**src/rtl/core/cvg_pkg.sv**
```systemverilog
// package with types, constants and the quarter-wave sine table of the cylinder vertex generator
`timescale 1ns / 1ps
`default_nettype none

package cvg_pkg;

    // block limits
    localparam int SUBDIV_MAX = 256;
    localparam int PHASE_BITS = 12;
    localparam int SEG_W      = 8;
    localparam int SUB_W      = 9;
    localparam int CMD_W      = 2;
    localparam int IDX_W      = 3;

    // configuration port
    localparam int PADDR_W   = 6;
    localparam int PDATA_W   = 64;
    localparam int REG_IDX_W = 3;

    localparam logic [REG_IDX_W-1:0] REG_ROW0   = 3'd0;
    localparam logic [REG_IDX_W-1:0] REG_ROW1   = 3'd1;
    localparam logic [REG_IDX_W-1:0] REG_ROW2   = 3'd2;
    localparam logic [REG_IDX_W-1:0] REG_ROW3   = 3'd3;
    localparam logic [REG_IDX_W-1:0] REG_SUBDIV = 3'd4;
    localparam logic [REG_IDX_W-1:0] REG_CAPPED = 3'd5;

    localparam logic [PDATA_W-1:0] ROW0_RST   = 64'h0000_0000_0000_0100;
    localparam logic [PDATA_W-1:0] ROW1_RST   = 64'h0000_0000_0100_0000;
    localparam logic [PDATA_W-1:0] ROW2_RST   = 64'h0000_0100_0000_0000;
    localparam logic [PDATA_W-1:0] ROW3_RST   = 64'h0100_0000_0000_0000;
    localparam logic [SUB_W-1:0]   SUBDIV_RST = 9'd16;

    // part codes
    localparam logic [CMD_W-1:0] CMD_SIDE   = 2'd0;
    localparam logic [CMD_W-1:0] CMD_BOTTOM = 2'd1;
    localparam logic [CMD_W-1:0] CMD_TOP    = 2'd2;
    localparam logic [CMD_W-1:0] CMD_NONE   = 2'd3;

    localparam logic [IDX_W-1:0] SIDE_LAST_IDX = 3'd5;
    localparam logic [IDX_W-1:0] CAP_LAST_IDX  = 3'd2;

    // queue between front and back
    localparam int QDEPTH = 4;
    localparam int QPTR_W = 2;
    localparam int QCNT_W = 3;

    // ring phase divider
    localparam int NUM_W      = SUB_W + PHASE_BITS;
    localparam int PDIV_STEPS = PHASE_BITS + 1;

    // sine table
    localparam int QUARTER   = 1 << (PHASE_BITS - 2);
    localparam int ROM_DEPTH = QUARTER + 1;
    localparam int ROM_AW    = PHASE_BITS - 1;
    localparam int TRIG_W    = 15;
    localparam int SC_W      = 17;
    localparam longint Q30_ONE = 64'sd1073741824;
    localparam int ONE_Q14   = 16384;

    // transform and coordinate divide
    localparam int COEF_W    = 16;
    localparam int PROD_W    = 33;
    localparam int SUM_W     = 33;
    localparam int MAG_W     = 32;
    localparam int FRAC_SH   = 16;
    localparam int ONE_SH    = 14;
    localparam int DIV_STEPS = 32;
    localparam int LANES     = 3;

    localparam logic [MAG_W-1:0] POS_MAX = 32'h7fff_ffff;
    localparam logic [MAG_W-1:0] POS_MIN = 32'h8000_0000;

    typedef struct packed {
        logic [CMD_W-1:0] cmd;
        logic [SEG_W-1:0] segment;
    } t_in_item;

    typedef struct packed {
        logic signed [MAG_W-1:0] pos_x;
        logic signed [MAG_W-1:0] pos_y;
        logic signed [MAG_W-1:0] pos_z;
        logic                    w_zero;
        logic                    last;
    } t_out_item;

    typedef struct packed {
        logic [3:0][PDATA_W-1:0] rows;
        logic [SUB_W-1:0]        s_eff;
        logic                    capped;
    } t_cfg;

    typedef struct packed {
        logic [CMD_W-1:0] cmd;
        logic [SEG_W-1:0] seg;
    } t_job;

    typedef struct packed {
        logic xbit;
        logic ring1;
        logic center;
        logic last;
    } t_vtx;

    typedef struct packed {
        logic vld;
        logic xbit;
        logic center;
        logic last;
    } t_side;

    typedef struct packed {
        logic [3:0][SUM_W-1:0] row;
    } t_sums;

    typedef logic [TRIG_W-1:0] t_sin_rom [ROM_DEPTH];

    // vertex order of each part
    function automatic t_vtx vtx_info(input logic [CMD_W-1:0] cmd, input logic [IDX_W-1:0] idx);
        t_vtx v;
        v = '0;
        if (cmd == CMD_SIDE) begin
            case (idx)
                3'd0: v = '{xbit: 1'b0, ring1: 1'b0, center: 1'b0, last: 1'b0};
                3'd1: v = '{xbit: 1'b0, ring1: 1'b1, center: 1'b0, last: 1'b0};
                3'd2: v = '{xbit: 1'b1, ring1: 1'b0, center: 1'b0, last: 1'b0};
                3'd3: v = '{xbit: 1'b0, ring1: 1'b1, center: 1'b0, last: 1'b0};
                3'd4: v = '{xbit: 1'b1, ring1: 1'b1, center: 1'b0, last: 1'b0};
                default: v = '{xbit: 1'b1, ring1: 1'b0, center: 1'b0, last: 1'b1};
            endcase
        end else begin
            v.xbit = (cmd == CMD_TOP);
            case (idx)
                3'd0: begin
                    v.center = 1'b1;
                end
                3'd1: begin
                    v.ring1 = (cmd == CMD_TOP);
                end
                default: begin
                    v.ring1 = (cmd != CMD_TOP);
                    v.last  = 1'b1;
                end
            endcase
        end
        return v;
    endfunction

    function automatic longint mul_q30(input longint a, input longint b);
        return (a * b) / Q30_ONE;
    endfunction

    // odd polynomial of sin over a quarter turn, Q14
    function automatic logic [TRIG_W-1:0] quarter_sine(input int u);
        longint t;
        longint t2;
        longint acc;
        t   = longint'(u) <<< (30 - (PHASE_BITS - 2));
        t2  = mul_q30(t, t);
        acc = 64'sd172272;
        acc = -64'sd5026995 + mul_q30(t2, acc);
        acc = 64'sd85569306 + mul_q30(t2, acc);
        acc = -64'sd693598670 + mul_q30(t2, acc);
        acc = 64'sd1686629713 + mul_q30(t2, acc);
        acc = mul_q30(t, acc);
        if (acc < 0) begin
            acc = 0;
        end
        acc = (acc + 64'sd32768) / 64'sd65536;
        if (acc > ONE_Q14) begin
            acc = ONE_Q14;
        end
        return TRIG_W'(acc);
    endfunction

    function automatic t_sin_rom sin_rom_init();
        t_sin_rom r;
        for (int u = 0; u < ROM_DEPTH; u++) begin
            r[u] = quarter_sine(u);
        end
        return r;
    endfunction

    // table address of a phase after folding into the first quarter
    function automatic logic [ROM_AW-1:0] rom_addr(input logic [PHASE_BITS-1:0] p);
        logic [ROM_AW-1:0] r;
        r = ROM_AW'(p[PHASE_BITS-3:0]);
        return p[PHASE_BITS-2] ? (ROM_AW'(QUARTER) - r) : r;
    endfunction

endpackage

`default_nettype wire

```
**src/rtl/core/cvg_queue.sv**
```systemverilog
// short item queue between the front end and the vertex back end
`timescale 1ns / 1ps
`default_nettype none

module cvg_queue (
    input  logic                   i_clk,
    input  logic                   i_rst_n,
    input  logic                   i_push,
    input  cvg_pkg::t_job          i_data,
    input  logic                   i_pop,
    output cvg_pkg::t_job          o_head,
    output logic                   o_full,
    output logic                   o_empty,
    output logic [cvg_pkg::QCNT_W-1:0] o_count
);
    import cvg_pkg::*;

    t_job              r_mem [QDEPTH];
    logic [QPTR_W-1:0] r_wp;
    logic [QPTR_W-1:0] r_rp;
    logic [QCNT_W-1:0] r_cnt;

    assign o_full  = (r_cnt == QCNT_W'(QDEPTH));
    assign o_empty = (r_cnt == '0);
    assign o_head  = r_mem[r_rp];
    assign o_count = r_cnt;

    // storage
    always_ff @(posedge i_clk) begin
        if (i_push) begin
            r_mem[r_wp] <= i_data;
        end
    end

    // pointers and fill count
    always_ff @(posedge i_clk) begin
        if (!i_rst_n) begin
            r_wp  <= '0;
            r_rp  <= '0;
            r_cnt <= '0;
        end else begin
            if (i_push) begin
                r_wp <= r_wp + 1'b1;
            end
            if (i_pop) begin
                r_rp <= r_rp + 1'b1;
            end
            if (i_push && !i_pop) begin
                r_cnt <= r_cnt + 1'b1;
            end else if (i_pop && !i_push) begin
                r_cnt <= r_cnt - 1'b1;
            end
        end
    end

endmodule

`default_nettype wire

```
**config.mk**
```make
export PLATFORM = sky130hd
export DESIGN_NAME = cvg_queue
export DESIGN_NICKNAME = d
export VERILOG_FILES = /design/src/rtl/core/cvg_pkg.sv /design/src/rtl/core/cvg_queue.sv
export SDC_FILE = /design/constraint.sdc
export NUM_CORES = 1
export LEC_CHECK = 0
export BUFFER_PORTS_ARGS = -buffer_cell sky130_fd_sc_hd__buf_4
export CORE_MARGIN = 2
export CORE_UTILIZATION = 49
export DETAILED_ROUTE_END_ITERATION = 16
export PLACE_DENSITY = 0.72
export SYNTH_ARGS = -nofsm -noshare
export SYNTH_HDL_FRONTEND = slang
export SYNTH_SLANG_ARGS = --single-unit
```
**constraint.sdc**
```tcl
create_clock -name i_clk -period 1.31 [get_ports i_clk]
set_input_delay 0.131 -clock i_clk [delete_from_list [all_inputs] [get_ports i_clk]]
set_output_delay 0.131 -clock i_clk [all_outputs]
set_load 0.02 [all_outputs]
```
==> impl_summary.md <==
Run status
The run finished, with violations left. The final reports fail on setup timing.

Clock network
The clock transition at the registers of the reported paths is 0.08 ns. TritonCTS built the clock tree. Clock tree synthesis selected as its root buffer the cell clkbuf_8. The number of setup buffers added after CTS is 0. The number of levels the H-tree was split into is 2. The number of buffers created by CTS is 5. The clock passes through at most 2 buffers.

CTS saw 49 sinks. The clock network latency to the later pin of the worst-skew pair is 0.29 ns.

Layout
The final standard cell count with taps included and fillers excluded is 188. The number of nets in the layout is 159. Of the cells placed in the final design, the portion with a size suffix greater than 1 is 47.9%.

The final antenna diode count is 0. The filler cells instantiated in the layout total 256. In the layout the commonest cells are edfxtp_1, buf_4, mux4_2, buf_6. The commonest non-fill, non-tap cell in the layout is edfxtp_1. The layout-stage area growth over the synthesis result is 28.8%.

Placement
The count of input and output buffers is 28. The final weighted congestion in routability-driven placement is 0.819. The total instance count after detailed placement is 179.

The wire-length estimate of the detail-placed layout is 2.01 mm.

Setup path
The worst setup path is captured at an output pin. The maximum fanout encountered on the critical timing path is 5. The worst reg-to-reg path cell count is 4.

At the worst endpoint, the required time is 1.18 ns. The critical path arrival is 1.48 ns. The category of the most critical setup path is reg2out.

The worst setup path is launched from a flip-flop.

Yosys
The netlist area before placement is 1890 sq um. Summed over all instances, the cell type with the most area after synthesis is edfxtp_1. After technology mapping, the gate count stands at 95. The synthesized netlist net count is 115. After synthesis the netlist holds a flip-flop and latch count of 49. For this run, the number of Yosys warnings is 0. The average size of a mapped cell is 19.9 sq um.

The share of the Yosys chip area taken by registers is 73.2%. The area share of the largest cell type after synthesis is 63.6%. By area the synthesized netlist is led by edfxtp_1, mux4_2, dfxtp_1.

The count of distinct cell types in the synthesized netlist is 19.

Die
The die covers 4370 sq um. The total core area is 3690 sq um. The die extent in x is 66.1 um. During I/O placement, the number of pins put on the boundary was 29. The row count is 22. The vertical extent of the die is 66.1 um.

The initial utilization of the core area, before any placement, comes to 51.2%.

Detailed routing
The remaining routing DRC violations is 0. The total routed wirelength is 2.88 mm. The detailed-router iteration count before antenna repair is 4. The routed wirelength normalized by instance count is 15.3 um. The total number of vias is 951.

The count of nets left with antenna violations once routing finished came out at 0. For this block, the initial DRC count from the detailed router was 31. The via count normalized by instance count is 5.06.

STA
The number of setup violations in the final report is 11. The slew at the pin closest to its max-slew limit is 0.285 ns. The number of slew-limit violations in the final report is 0. The post-route worst setup slack is -0.299 ns. Dividing the final minimum period by the clock period gives 123%. Clock skew on the completed layout was measured at 0.00192 ns.

The number of hold violations in the final report is 0. The relative max-transition margin is 81.0%. Across all hold checks on the routed design, the worst slack comes to 0.0378 ns. For the finished layout, the period the worst path requires is 1.61 ns. The upper clock frequency limit is 622 MHz. Setup repair after global routing could not meet its margin everywhere.

Global route
Entering global routing, the biggest net connects 16 pins. The global-route track usage on met3 is 3.92%. Global routing consumed, on the met2 layer, 26.6% of the routing resources. The most crowded layer after global routing is met2. The via count of the first global-routing pass came to 1,011. The initial antenna violation count is 0. The residual overflow from global routing is 0.

For this run, global-route usage on met1 was measured as 19.8%. For this run, the total global-route usage over all layers was measured as 15.8%. The first-pass GRT wire length is 4.89 mm.

Power and ir drop
For this design the static power due to leakage is 0.000898 uW. Power spread over the standard cell area amounts to 1430 nW/um^2. The worst-case IR drop observed on VDD is 1.22 mV.

Hold path
The path class of the lowest-slack min-delay path is in2reg. The number of instances on the worst hold path is 1.

Flow run
The max capacitance violation total is 0.
-- layer usage --
layer  routed length (um)  vias to the layer above
met2                 1490                       24
li1                     -                      447
met5                    0                        -
met1                 1200                      475
met4                   51                        0
met3                  141                        5
-- through the flow --
| step | util [%] | area [sq um] | power, uW | worst slack [ns] | setup TNS, ns |
|---|---|---|---|---|---|
| 6_report | 65.9 | 2430 | 3480 | -0.299 | -2.83 |
| 3_3_place_gp | 60.7 | 2240 | 2430 | -0.198 | -1.60 |
| 5_1_grt | 65.9 | 2430 | 3640 | -0.361 | -3.43 |
| 4_1_cts | 65.7 | 2420 | 3520 | -0.323 | -3.08 |
| 3_5_place_dp | 60.7 | 2240 | 2450 | -0.270 | -2.20 |
| 2_1_floorplan | - | 1900 | 2180 | -0.0627 | -0.0627 |
-- path summary, 6_finish.rpt --
check                          start                 endpoint  slack, ns
min                        i_data[4]    r_mem[0][4]$_DFFE_PP_       0.04
min reg2reg  o_count[2]$_SDFFE_PN0P_  o_count[2]$_SDFFE_PN0P_       0.56
max reg2reg  o_count[1]$_SDFFE_PN0P_  o_count[2]$_SDFFE_PN0P_      -0.02
max                        flip-flop                o_head[7]      -0.30
-- worst max-delay path, stage by stage, from the launching register on --
cell     delay [ns]
dfxtp_4        0.39
buf_12         0.13
mux4_2         0.52
buf_6          0.15
-- where the power goes --
part	switching (uW)	internal, uW	leakage (uW)
logic	301	347	0.000403
registers	43.6	1780	0.000443
clock network	449	561	0.0000518
total	794	2690	0.000898
-- timing repair --
item / CTS / global route
hold buffers: 0 / 0
gates cloned: 1 / 0
resized for setup: 16 / 2
pin swaps: 0 / 0
setup endpoints to repair: 41 / 13
-- cells by family after synthesis --
group | after synthesis | synth area share (%)
buffers and inverters | 6 | 1.66
xor gates and xnor gates | 5 | 2.32
and+or+nand+nor | 15 | 4.84
muxes | 12 | 13.0
AOI/OAI and AO/OA | 2 | 0.663
adders and majority gates | 6 | 4.37
DFF | 49 | 73.2
-- synthesized netlist by cell type --
master / instances
a21boi_1: 1
and2_1: 9
buf_6: 1
clkbuf_2: 1
dfxtp_1: 9
edfxtp_1: 40
fa_1: 1
ha_1: 5
inv_1: 4
mux2i_1: 2
mux4_2: 10
nand2_1: 1
nor2b_1: 2
nor3_1: 1
nor3b_1: 1
o21ai_0: 1
or3_1: 1
xnor2_1: 2
xor2_1: 3
-- registers in the layout, summed over array words and instances, names as in the netlist, named ones only --
name,count
o_count,3
r_rp,2
r_wp,2
r_mem,40
-- area by class of cell --
cell class / count / area [sq um] / share of cell area (%)
Clock inverter: 3 / 41.3 / 1.70
Timing Repair Buffer: 39 / 363 / 14.9
Multi-Input combinational cell: 40 / 494 / 20.3
Clock buffer: 5 / 68.8 / 2.83
Sequential cell: 49 / 1390 / 57.2
Inverter: 4 / 15.0 / 0.617
Tap cell: 48 / 60.1 / 2.47
Note: power is estimated with default switching activity, not from simulation.
