### config.mk
export PLATFORM = sky130hd
export DESIGN_NAME = cvg_front
export DESIGN_NICKNAME = d
export VERILOG_FILES = /design/src/rtl/core/cvg_pkg.sv /design/src/rtl/core/cvg_front.sv
export SDC_FILE = /design/constraint.sdc
export NUM_CORES = 1
export LEC_CHECK = 0
export ABC_AREA = 1
export BUFFER_PORTS_ARGS = -buffer_cell sky130_fd_sc_hd__buf_2
export CAP_MARGIN = 15
export CORE_AREA = 2 2 112 114
export DETAILED_ROUTE_END_ITERATION = 10
export DIE_AREA = 0 0 114 116
export GPL_TIMING_DRIVEN = 0
export PLACE_DENSITY = 0.44
export REMOVE_ABC_BUFFERS = 1
export SLEW_MARGIN = 15
export SYNTH_ARGS = -nofsm -noshare
export SYNTH_HDL_FRONTEND = slang
export SYNTH_SLANG_ARGS = --single-unit
### constraint.sdc
create_clock -name i_clk -period 2.4 [get_ports i_clk]
set_input_delay 0.48 -clock i_clk [delete_from_list [all_inputs] [get_ports i_clk]]
set_output_delay 0.48 -clock i_clk [all_outputs]
set_load 0.01 [all_outputs]
### src/rtl/core/cvg_pkg.sv
// package with types, constants and the quarter-wave sine table of the cylinder vertex generator
`timescale 1ns / 1ps
`default_nettype none

package cvg_pkg;

    // block limits
    localparam int SUBDIV_MAX = 256;
    localparam int PHASE_BITS = 12;
    localparam int SEG_W      = 8;
    localparam int SUB_W      = 9;
    localparam int CMD_W      = 2;
    localparam int IDX_W      = 3;

    // configuration port
    localparam int PADDR_W   = 6;
    localparam int PDATA_W   = 64;
    localparam int REG_IDX_W = 3;

    localparam logic [REG_IDX_W-1:0] REG_ROW0   = 3'd0;
    localparam logic [REG_IDX_W-1:0] REG_ROW1   = 3'd1;
    localparam logic [REG_IDX_W-1:0] REG_ROW2   = 3'd2;
    localparam logic [REG_IDX_W-1:0] REG_ROW3   = 3'd3;
    localparam logic [REG_IDX_W-1:0] REG_SUBDIV = 3'd4;
    localparam logic [REG_IDX_W-1:0] REG_CAPPED = 3'd5;

    localparam logic [PDATA_W-1:0] ROW0_RST   = 64'h0000_0000_0000_0100;
    localparam logic [PDATA_W-1:0] ROW1_RST   = 64'h0000_0000_0100_0000;
    localparam logic [PDATA_W-1:0] ROW2_RST   = 64'h0000_0100_0000_0000;
    localparam logic [PDATA_W-1:0] ROW3_RST   = 64'h0100_0000_0000_0000;
    localparam logic [SUB_W-1:0]   SUBDIV_RST = 9'd16;

    // part codes
    localparam logic [CMD_W-1:0] CMD_SIDE   = 2'd0;
    localparam logic [CMD_W-1:0] CMD_BOTTOM = 2'd1;
    localparam logic [CMD_W-1:0] CMD_TOP    = 2'd2;
    localparam logic [CMD_W-1:0] CMD_NONE   = 2'd3;

    localparam logic [IDX_W-1:0] SIDE_LAST_IDX = 3'd5;
    localparam logic [IDX_W-1:0] CAP_LAST_IDX  = 3'd2;

    // queue between front and back
    localparam int QDEPTH = 4;
    localparam int QPTR_W = 2;
    localparam int QCNT_W = 3;

    // ring phase divider
    localparam int NUM_W      = SUB_W + PHASE_BITS;
    localparam int PDIV_STEPS = PHASE_BITS + 1;

    // sine table
    localparam int QUARTER   = 1 << (PHASE_BITS - 2);
    localparam int ROM_DEPTH = QUARTER + 1;
    localparam int ROM_AW    = PHASE_BITS - 1;
    localparam int TRIG_W    = 15;
    localparam int SC_W      = 17;
    localparam longint Q30_ONE = 64'sd1073741824;
    localparam int ONE_Q14   = 16384;

    // transform and coordinate divide
    localparam int COEF_W    = 16;
    localparam int PROD_W    = 33;
    localparam int SUM_W     = 33;
    localparam int MAG_W     = 32;
    localparam int FRAC_SH   = 16;
    localparam int ONE_SH    = 14;
    localparam int DIV_STEPS = 32;
    localparam int LANES     = 3;

    localparam logic [MAG_W-1:0] POS_MAX = 32'h7fff_ffff;
    localparam logic [MAG_W-1:0] POS_MIN = 32'h8000_0000;

    typedef struct packed {
        logic [CMD_W-1:0] cmd;
        logic [SEG_W-1:0] segment;
    } t_in_item;

    typedef struct packed {
        logic signed [MAG_W-1:0] pos_x;
        logic signed [MAG_W-1:0] pos_y;
        logic signed [MAG_W-1:0] pos_z;
        logic                    w_zero;
        logic                    last;
    } t_out_item;

    typedef struct packed {
        logic [3:0][PDATA_W-1:0] rows;
        logic [SUB_W-1:0]        s_eff;
        logic                    capped;
    } t_cfg;

    typedef struct packed {
        logic [CMD_W-1:0] cmd;
        logic [SEG_W-1:0] seg;
    } t_job;

    typedef struct packed {
        logic xbit;
        logic ring1;
        logic center;
        logic last;
    } t_vtx;

    typedef struct packed {
        logic vld;
        logic xbit;
        logic center;
        logic last;
    } t_side;

    typedef struct packed {
        logic [3:0][SUM_W-1:0] row;
    } t_sums;

    typedef logic [TRIG_W-1:0] t_sin_rom [ROM_DEPTH];

    // vertex order of each part
    function automatic t_vtx vtx_info(input logic [CMD_W-1:0] cmd, input logic [IDX_W-1:0] idx);
        t_vtx v;
        v = '0;
        if (cmd == CMD_SIDE) begin
            case (idx)
                3'd0: v = '{xbit: 1'b0, ring1: 1'b0, center: 1'b0, last: 1'b0};
                3'd1: v = '{xbit: 1'b0, ring1: 1'b1, center: 1'b0, last: 1'b0};
                3'd2: v = '{xbit: 1'b1, ring1: 1'b0, center: 1'b0, last: 1'b0};
                3'd3: v = '{xbit: 1'b0, ring1: 1'b1, center: 1'b0, last: 1'b0};
                3'd4: v = '{xbit: 1'b1, ring1: 1'b1, center: 1'b0, last: 1'b0};
                default: v = '{xbit: 1'b1, ring1: 1'b0, center: 1'b0, last: 1'b1};
            endcase
        end else begin
            v.xbit = (cmd == CMD_TOP);
            case (idx)
                3'd0: begin
                    v.center = 1'b1;
                end
                3'd1: begin
                    v.ring1 = (cmd == CMD_TOP);
                end
                default: begin
                    v.ring1 = (cmd != CMD_TOP);
                    v.last  = 1'b1;
                end
            endcase
        end
        return v;
    endfunction

    function automatic longint mul_q30(input longint a, input longint b);
        return (a * b) / Q30_ONE;
    endfunction

    // odd polynomial of sin over a quarter turn, Q14
    function automatic logic [TRIG_W-1:0] quarter_sine(input int u);
        longint t;
        longint t2;
        longint acc;
        t   = longint'(u) <<< (30 - (PHASE_BITS - 2));
        t2  = mul_q30(t, t);
        acc = 64'sd172272;
        acc = -64'sd5026995 + mul_q30(t2, acc);
        acc = 64'sd85569306 + mul_q30(t2, acc);
        acc = -64'sd693598670 + mul_q30(t2, acc);
        acc = 64'sd1686629713 + mul_q30(t2, acc);
        acc = mul_q30(t, acc);
        if (acc < 0) begin
            acc = 0;
        end
        acc = (acc + 64'sd32768) / 64'sd65536;
        if (acc > ONE_Q14) begin
            acc = ONE_Q14;
        end
        return TRIG_W'(acc);
    endfunction

    function automatic t_sin_rom sin_rom_init();
        t_sin_rom r;
        for (int u = 0; u < ROM_DEPTH; u++) begin
            r[u] = quarter_sine(u);
        end
        return r;
    endfunction

    // table address of a phase after folding into the first quarter
    function automatic logic [ROM_AW-1:0] rom_addr(input logic [PHASE_BITS-1:0] p);
        logic [ROM_AW-1:0] r;
        r = ROM_AW'(p[PHASE_BITS-3:0]);
        return p[PHASE_BITS-2] ? (ROM_AW'(QUARTER) - r) : r;
    endfunction

endpackage

`default_nettype wire

### src/rtl/core/cvg_front.sv
// front end: takes input items, drops those that emit nothing, hands the rest to the queue
`timescale 1ns / 1ps
`default_nettype none

module cvg_front (
    input  logic              i_clk,
    input  logic              i_rst_n,
    input  logic              i_in_valid,
    output logic              o_in_stall,
    input  cvg_pkg::t_in_item i_in_data,
    input  cvg_pkg::t_cfg     i_cfg,
    input  logic              i_q_full,
    output logic              o_push,
    output cvg_pkg::t_job     o_job
);
    import cvg_pkg::*;

    logic r_valid;
    logic r_emit;
    t_job r_job;
    logic n_emit;
    logic accept;

    // item classification
    always_comb begin
        n_emit = (i_cfg.s_eff != '0) && (SUB_W'(i_in_data.segment) < i_cfg.s_eff) &&
                 (i_in_data.cmd != CMD_NONE) &&
                 ((i_in_data.cmd == CMD_SIDE) || i_cfg.capped);
    end

    assign o_in_stall = r_valid && r_emit && i_q_full;
    assign accept     = i_in_valid && !o_in_stall;
    assign o_push     = r_valid && r_emit && !i_q_full;
    assign o_job      = r_job;

    // holding stage
    always_ff @(posedge i_clk) begin
        if (!i_rst_n) begin
            r_valid <= 1'b0;
            r_emit  <= 1'b0;
        end else if (!o_in_stall) begin
            r_valid <= accept;
            r_emit  <= n_emit;
        end
    end

    always_ff @(posedge i_clk) begin
        if (accept) begin
            r_job <= '{cmd: i_in_data.cmd, seg: i_in_data.segment};
        end
    end

endmodule

`default_nettype wire

==> reports/results.ini, run 1 <==
[outcome]
status=completed

[pwr]
ir_drop_mv=0.162
p_per_area_nw_per_um2=587
power_mw=0.637
p_leak_nw=0.511

[cts]
cts-root-buf=clkbuf_16
clock_sinks=12
clk_latency_ns=0.24
postCtsResizedCells=0
cts_tree=built
cts.path.max_buffers=2
numCtsBuffers=3
holdBufCountCts=0
clk_pin_slew_ns=0.05
cts_setup_buffers=0
htreeDepth=1

[finish]
final_cell_mix=35 x buf_2, 16 x inv_1, 15 x nand2_1
layout-drive-gt1-share=0.376
diodes=0
final_nets=397
layoutNonFillerInstCount=256
multi_input_area_um2=243
area_delta_synth_final_pct=67.7
layout_commonest_cell=buf_2
fill_cells=1396
fin_area_um2=1080
ff_latch_area_um2=340

[setup_path]
worstSetupEndpoint=o_in_stall
regToRegSetupSlack_ns=1.14
startpoint=i_q_full
crit_family=buffers and inverters
worst_ep_arrival_time_ns=0.92
cpPeakStageDelay_ns=0.15
r2r_cells=3
worstPathCellList=buf_2 -> nand3_1 -> inv_1 -> buf_2
cp_common_cell=buf_2
crit_cells=4
crit-reg2reg-launch=r_valid
r2r_end=o_job[5]
crit_slowest_cell=nand3_1
crit_fanout=4
path_buf_inv=3
cp.required_ns=1.92
crit_path_start_kind=primary input
cp-end-kind=output pin
path_class=primary input to output pin

[timing]
hold_violations=0
whs_ns=0.431
period_needed_ns=1.40
period_share=0.583
fmax_mhz=715
tightest_slew_ns=0.444
slew_headroom=0.704
fin_setup_tns_ns=0
fin_worst_skew_ns=0.00527
setup_viol=0
slew_viol_final=0
rsz0062_at_grt=no

[logic_synthesis]
syn_area_um2=647
ys_seq_area_frac=0.526
synthDistinctLibCells=14
synth_seq_cells=12
yosysWarnings=0
syn_area_per_cell_um2=9.24
synth_cells=70

[die]
start_util=0.0543
dieArea_um2=13200
coreArea_um2=11900
num_io_pins=292
die_x_um=114
fp-row-count=40
fp.dieH_um=116

[detailed_routing]
drcViolationCount=0
routed-via-count=565
dr.pass1.iters=2
wire_per_inst_um=7.71
wl_um=1970
viasPerCell=2.21
ant_nets=0
drt_iter0_drc=18

[grt]
grt_start_max_net_pins=11
grt_pass1_vias=591
grt_first_pass_wirelength_um=3150
grt_overflow_total=0
antenna_found_initial=0
track_usage=0.0331

[worst_hold_path]
hold_path.class=primary input to register

[place]
port_buffers=35
placed_cell_area_um2=1010
gp_congestion=0.632
placedCellCount=252
place_hpwl_um=1820

[run]
maxCapViolCount=0

[metal layers]
| layer | up-vias | wire [µm] | track usage |
|---|---|---|---|
| met5 | - | 0 | 0 |
| met1 | 241 | 859 | 0.0394 |
| met4 | 0 | 29 | 0.0171 |
| li1 | 299 | - | - |
| met3 | 2 | 157 | 0.0136 |
| met2 | 23 | 928 | 0.0512 |
[cell type report]
type	count	share of cell area
clock buffer	4	0.0727
timing repair buffer	35	0.161
tap	147	0.170
multi-input combinational	41	0.224
sequential	12	0.314
inverter	17	0.0588
[how the worst min path moves through the flow]
| stage | startpoint | endpoint | slack [ns] | cells after the start |
|---|---|---|---|---|
| finish | i_in_data[8] | o_job[8] | 0.43 | 1 |
| global route | i_in_data[8] | o_job[8] | 0.43 | 1 |
| CTS | i_in_data[8] | o_job[8] | 0.43 | 1 |
| detailed placement | r_emit | r_emit | 0.55 | 2 |
| global placement | r_emit | r_emit | 0.56 | 2 |
| floorplan | r_emit | r_emit | 0.52 | 2 |
[synthesized netlist by cell type]
cell type	instances	area, µm²
inv_1	16	60.1
ha_1	7	87.6
nand3_1	3	15.0
a21oi_2	1	8.76
o21ai_1	1	5.00
edfxtp_1	10	300
clkinv_1	1	3.75
dfxtp_1	2	40.0
nor2_1	9	33.8
o21bai_2	1	11.3
o21ai_2	1	8.76
and3_1	1	6.26
nand2_1	15	56.3
a21oi_1	2	10.0
[logic make-up (layout without fill, tap and decap cells)]
kind of cell / count (synthesis) / count (layout) / synth area share
adders and majority gates: 7 / 7 / 0.135
and+or+nand+nor: 28 / 28 / 0.172
buffers and inverters: 17 / 56 / 0.0986
DFF: 12 / 12 / 0.526
AOI/OAI and AO/OA: 6 / 6 / 0.0677
[stage by stage]
step	setup WS [ns]	utilization
floorplan	1.09	-
global placement	0.781	0.0845
CTS	0.982	0.0911
finish	1.00	0.0911
detailed placement	0.788	0.0845
global route	0.873	0.0911
[worst register-to-register path, stage by stage, from the launching register on]
cell	delay, ns
dfxtp_1	0.31
nand3_1	0.16
nand2_1	0.09
inv_1	0.35
[where the power goes]
part | leakage [nW] | internal [mW] | switching [mW]
Clock | 0.0382 | 0.223 | 0.0853
Sequential | 0.114 | 0.241 | 0.00358
Combinational | 0.358 | 0.0369 | 0.0469
[flip-flops by register name, summed over array words and instances, names as in the netlist]
| register | cells |
|---|---|
| o_job | 10 |
| r_emit | 1 |
| r_valid | 1 |
Power figures use the tool's default switching activity.
==> inputs of run 2 (changes only) <==
--- a/config.mk
+++ b/config.mk
@@ -8,9 +8,9 @@
 export ABC_AREA = 1
 export BUFFER_PORTS_ARGS = -buffer_cell sky130_fd_sc_hd__buf_2
 export CAP_MARGIN = 15
-export CORE_AREA = 2 2 112 114
+export CORE_AREA = 2 2 113 115
 export DETAILED_ROUTE_END_ITERATION = 10
-export DIE_AREA = 0 0 114 116
+export DIE_AREA = 0 0 115 117
 export GPL_TIMING_DRIVEN = 0
 export PLACE_DENSITY = 0.44
 export REMOVE_ABC_BUFFERS = 1
==> constraint.sdc (replaced) <==
create_clock -name i_clk -period 1.4 [get_ports i_clk]
set_input_delay 0.28 -clock i_clk [delete_from_list [all_inputs] [get_ports i_clk]]
set_output_delay 0.28 -clock i_clk [all_outputs]
set_load 0.01 [all_outputs]
==> reports/results.ini, run 2 (synthesis results as in run 1) <==
[outcome]
status=completed  ; unchanged

[detailed_routing]
ant_nets=0  ; unchanged
drt_iter0_drc=6  ; was 18
highest_layer=met4  ; unchanged
route.met2.wl_um=841  ; was 928 µm
wl_um=1760  ; was 1970 µm
met1_length_um=765  ; was 859 µm
dr.pass1.iters=3  ; was 2
drcViolationCount=0  ; unchanged
viasPerCell=2.22  ; was 2.21
wire_per_inst_um=6.78  ; was 7.71 µm
wl_met3_um=109  ; was 157 µm
routed-via-count=574  ; was 565

[pwr]
power_mw=1.09  ; was 0.637 mW
p_leak_nw=0.511  ; unchanged
p_per_area_nw_per_um2=1000  ; was 587 nW/µm²
ir_drop_mv=0.290  ; was 0.162 mV

[setup_path]
regToRegSetupSlack_ns=0.15  ; was 1.14 ns
path_class=register to register  ; was primary input to output pin
crit_family=buffers and inverters  ; unchanged
worstPathCellList=nand3_1 -> nand2_1 -> inv_1  ; was buf_2 -> nand3_1 -> inv_1 -> buf_2
cp-end-kind=register  ; was output pin
worst_ep_arrival_time_ns=1.13  ; was 0.92 ns
crit_path_start_kind=register  ; was primary input
r2r_end=o_job[6]  ; was o_job[5]
r2r_cells=3  ; unchanged
crit_fanout=10  ; was 4
cpPeakStageDelay_ns=0.35  ; was 0.15 ns
cp.required_ns=1.28  ; was 1.92 ns
path_buf_inv=1  ; was 3
crit_slowest_cell=inv_1  ; was nand3_1
crit-reg2reg-launch=r_valid  ; unchanged

[timing]
rsz0062_at_grt=no  ; unchanged
hold_violations=0  ; unchanged
setup_viol=0  ; unchanged
fin_setup_tns_ns=0  ; unchanged
slew_viol_final=0  ; unchanged
period_share=0.893
fin_worst_skew_ns=0.00412  ; was 0.00527 ns
tightest_slew_ns=0.446  ; was 0.444 ns
period_needed_ns=1.25
fmax_mhz=800
slew_headroom=0.703  ; was 0.704

[worst_hold_path]
hold_path.class=primary input to register  ; unchanged
holdPathEnd=o_job[0]  ; was o_job[8]
hold_depth=1  ; unchanged
hp-start=i_in_data[0]  ; was i_in_data[8]

[place]
place_hpwl_um=1600  ; was 1820 µm
gp_congestion=0.612  ; was 0.632
port_buffers=35  ; unchanged

[cts]
postCtsResizedCells=0  ; unchanged
cts.path.max_buffers=2  ; unchanged
holdBufCountCts=0  ; unchanged
numCtsBuffers=3  ; unchanged
clock_sinks=12  ; unchanged
clk_pin_slew_ns=0.04  ; was 0.05 ns
cts_setup_buffers=0  ; unchanged
clk_latency_ns=0.24  ; about the same
cts-root-buf=clkbuf_16  ; unchanged
cts_tree=built  ; unchanged
htreeDepth=1  ; unchanged

[die]
die_x_um=115  ; was 114 µm
start_util=0.0525  ; was 0.0543
fp.dieH_um=117  ; was 116 µm
coreArea_um2=12300  ; was 11,900 µm²
fp-row-count=41  ; was 40
dieArea_um2=13500  ; was 13,200 µm²
num_io_pins=292  ; unchanged

[grt]
grt_pass1_vias=562  ; was 591
grt_start_max_net_pins=11  ; unchanged
track_usage=0.0292  ; was 0.0331
grt_first_pass_wirelength_um=2740  ; was 3150 µm
antenna_found_initial=0  ; unchanged
grt_overflow_total=0  ; unchanged

[finish]
fill_cells=1460  ; was 1,396
utilization=0.0884  ; was 0.0911
diodes=0  ; unchanged
final_nets=397  ; unchanged
area_delta_synth_final_pct=68.3  ; was 67.7%
final_cell_mix=35 x buf_2, 16 x inv_1, 15 x nand2_1  ; unchanged
layout_commonest_cell=buf_2  ; unchanged
largest_reg_flops=10  ; unchanged
layout-drive-gt1-share=0.376  ; unchanged

[run]
maxCapViolCount=0  ; unchanged

## run 2: cell counts in the layout (fill, tap and decap cells not counted)
No cell type changed its count.
## run 2: layout make-up
class / instances / area (µm²) / area share
timing repair buffer: 35 / 175 / 0.161
multi-input combinational: 41 / 243 / 0.223
sequential: 12 / 340 / 0.313
clock buffer: 4 / 78.8 / 0.0724
tap: 150 / 188 / 0.172
inverter: 17 / 63.8 / 0.0586
## run 2: worst max path at each step
stage	to	start	slack, ns	depth (start not counted)
after global placement	o_job[2]	i_q_full	0.02	4
after CTS	o_job[7]	r_valid	0.09	3
after detailed placement	o_job[1]	i_q_full	0.001	4
after global routing	o_job[1]	r_valid	0.002	3
final	o_job[6]	r_valid	0.15	3
after floorplan	r_emit	i_cfg[5]	0.29	9
## run 2: routing by layer
layer | vias to the layer above | GRT usage
met5 | - | 0
met3 | 2 | 0.0108
li1 | 298 | -
met1 | 250 | 0.0353
met4 | 0 | 0.0169
met2 | 24 | 0.0447
## run 2: stage by stage
stage               setup WS (ns)  hold WS, ns  instance area, µm²  cells
detailed placement        0.00129        0.477                1010    255
global route              0.00248        0.231                1090    259
finish                      0.150        0.231                1090    259
global placement           0.0175        0.473                1010    255
floorplan                   0.287        0.379                 647     70
CTS                        0.0868        0.228                1090    259
## run 2: power breakdown
part / internal, mW / leakage [nW] / switching (mW)
clock: 0.383 / 0.0382 / 0.145
sequential: 0.413 / 0.114 / 0.00592
combinational: 0.0634 / 0.358 / 0.0801
==> inputs of run 3 (changes only) <==
--- a/config.mk
+++ b/config.mk
@@ -8,11 +8,13 @@
 export ABC_AREA = 1
 export BUFFER_PORTS_ARGS = -buffer_cell sky130_fd_sc_hd__buf_2
 export CAP_MARGIN = 15
-export CORE_AREA = 2 2 113 115
+export CELL_PAD_IN_SITES_DETAIL_PLACEMENT = 0
+export CELL_PAD_IN_SITES_GLOBAL_PLACEMENT = 1
+export CORE_AREA = 2 2 115 117
 export DETAILED_ROUTE_END_ITERATION = 10
-export DIE_AREA = 0 0 115 117
+export DIE_AREA = 0 0 117 119
 export GPL_TIMING_DRIVEN = 0
-export PLACE_DENSITY = 0.44
+export PLACE_DENSITY = 0.78
 export REMOVE_ABC_BUFFERS = 1
 export SLEW_MARGIN = 15
 export SYNTH_ARGS = -nofsm -noshare
==> reports/results.ini, run 3 (synthesis results as in run 1) <==
[die]
start_util=0.0502  ; was 0.0525
fp-row-count=42  ; was 41
fp.dieH_um=119  ; was 117 µm
num_io_pins=292  ; unchanged
dieArea_um2=13900  ; was 13,500 µm²
coreArea_um2=12900  ; was 12,300 µm²
die_x_um=117  ; was 115 µm

[cts]
htreeDepth=1  ; unchanged
clk_pin_slew_ns=0.05  ; was 0.04 ns
holdBufCountCts=0  ; unchanged
numCtsBuffers=3  ; unchanged
cts_setup_buffers=0  ; unchanged
clock_sinks=12  ; unchanged
cts-root-buf=clkbuf_16  ; unchanged
postCtsResizedCells=0  ; unchanged
cts.path.max_buffers=2  ; unchanged
cts_tree=built  ; unchanged
clk_latency_ns=0.24  ; about the same

[timing]
fin_setup_tns_ns=0  ; unchanged
period_needed_ns=1.25  ; about the same
slew_viol_final=0  ; unchanged
rsz0062_at_grt=no  ; unchanged
period_share=0.891  ; was 0.893
setup_viol=0  ; unchanged
hold_violations=0  ; unchanged
slew_headroom=0.706  ; was 0.703
fin_worst_skew_ns=0.00447  ; was 0.00412 ns
postLayoutSetupSlackWorst_ns=0.153  ; was 0.150 ns
fmax_mhz=802  ; was 800 MHz
tightest_slew_ns=0.441  ; was 0.446 ns

[pwr]
p_per_area_nw_per_um2=967  ; was 1000 nW/µm²
p_leak_nw=0.511  ; about the same
ir_drop_mv=0.313  ; was 0.290 mV

[outcome]
status=completed  ; unchanged

[detailed_routing]
ant_nets=0  ; unchanged
routed-via-count=572  ; was 574
dr.pass1.iters=2  ; was 3
drcViolationCount=0  ; unchanged
wire_per_inst_um=6.74  ; was 6.78 µm
viasPerCell=2.00  ; was 2.22
drt_iter0_drc=10  ; was 6
wl_um=1930  ; was 1760 µm

[finish]
layout-drive-gt1-share=0.376  ; unchanged
final_cell_mix=35 x buf_2, 16 x inv_1, 15 x nand2_1  ; unchanged
fill_cells=1506  ; was 1,460
largest_reg_flops=10  ; unchanged
fin_area_um2=1120  ; was 1090 µm²
area_delta_synth_final_pct=73.7  ; was 68.3%
final_nets=397  ; unchanged
layout_commonest_cell=buf_2  ; unchanged

[place]
placed_cell_area_um2=1040  ; was 1010 µm²
place_hpwl_um=1730  ; was 1600 µm
port_buffers=35  ; unchanged
gp_congestion=0.676  ; was 0.612
dp_slack_ns=-0.0505  ; was 0.00129 ns

[worst_hold_path]
hold_depth=1  ; unchanged
hold_path.class=primary input to register  ; unchanged

[setup_path]
crit_path_start_kind=register  ; unchanged
crit_cells=3  ; unchanged
crit_family=buffers and inverters  ; unchanged
worstPathCellList=nand3_1 -> nand2_1 -> inv_1  ; unchanged
cp.required_ns=1.28  ; about the same
path_class=register to register  ; unchanged
worst_ep_arrival_time_ns=1.13  ; about the same
crit_fanout=10  ; unchanged
cpPeakStageDelay_ns=0.34  ; was 0.35 ns
r2r_cells=3  ; unchanged
crit_slowest_cell=inv_1  ; unchanged
cp-end-kind=register  ; unchanged
path_buf_inv=1  ; unchanged

[grt]
grt_overflow_total=0  ; unchanged
antenna_found_initial=0  ; unchanged
grt_first_pass_wirelength_um=2980  ; was 2740 µm
grt_pass1_vias=595  ; was 562
grt_start_max_net_pins=11  ; unchanged
track_usage=0.0310  ; was 0.0292

[run]
maxCapViolCount=0  ; unchanged

-- run 3: cell count changes in the layout (fill, tap and decap cells not counted), sizes merged --
cell / before / now
clkbuf: 4 / 3
clkinv: 1 / 2
diode: 0 / 1
-- run 3: routing by layer --
metal,track usage,wire length [µm],up-vias
li1,-,-,299
met1,0.0380,933,245
met5,0,0,-
met2,0.0459,814,26
met3,0.00865,128,2
met4,0.0221,50,0
-- run 3: final timing paths --
path | startpoint | end | slack (ns)
worst max-delay path | r_valid | o_job[6] | 0.15
worst max register to register | r_valid | o_job[6] | 0.15
worst min-delay path | i_in_data[8] | o_job[8] | 0.23
worst min register to register | r_emit | r_emit | 0.56
-- run 3: power breakdown --
| part | total [mW] | internal (mW) | leakage, nW | switching [mW] |
|---|---|---|---|---|
| clock | 0.523 | 0.376 | 0.0385 | 0.147 |
| combinational | 0.145 | 0.0638 | 0.358 | 0.0809 |
| sequential | 0.419 | 0.413 | 0.114 | 0.00653 |
| total | 1.09 | 0.852 | 0.511 | 0.234 |
-- run 3: worst reg2reg max path, cell delays in order, from the launching register on --
cell and delay (ns):
dfxtp_1 0.30, nand3_1 0.15, nand2_1 0.09, inv_1 0.34
-- run 3: area by class of cell --
class / instances / area (µm²) / area share
inverter: 17 / 63.8 / 0.0568
antenna: 1 / 2.50 / 0.00223
clock inverter: 1 / 3.75 / 0.00334
tap: 176 / 220 / 0.196
timing repair buffer: 35 / 175 / 0.156
sequential: 12 / 340 / 0.303
clock buffer: 3 / 75.1 / 0.0668
multi-input combinational: 41 / 243 / 0.216
-- run 3: stage by stage --
stage | hold slack (ns) | cells | utilization | power [mW]
2_1_floorplan | 0.379 | 70 | - | 0.495
4_1_cts | 0.227 | 285 | 0.0871 | 1.11
3_3_place_gp | 0.480 | 281 | 0.0810 | 0.570
3_5_place_dp | 0.479 | 281 | 0.0810 | 0.575
6_report | 0.234 | 286 | 0.0873 | 1.09
5_1_grt | 0.230 | 285 | 0.0871 | 1.15
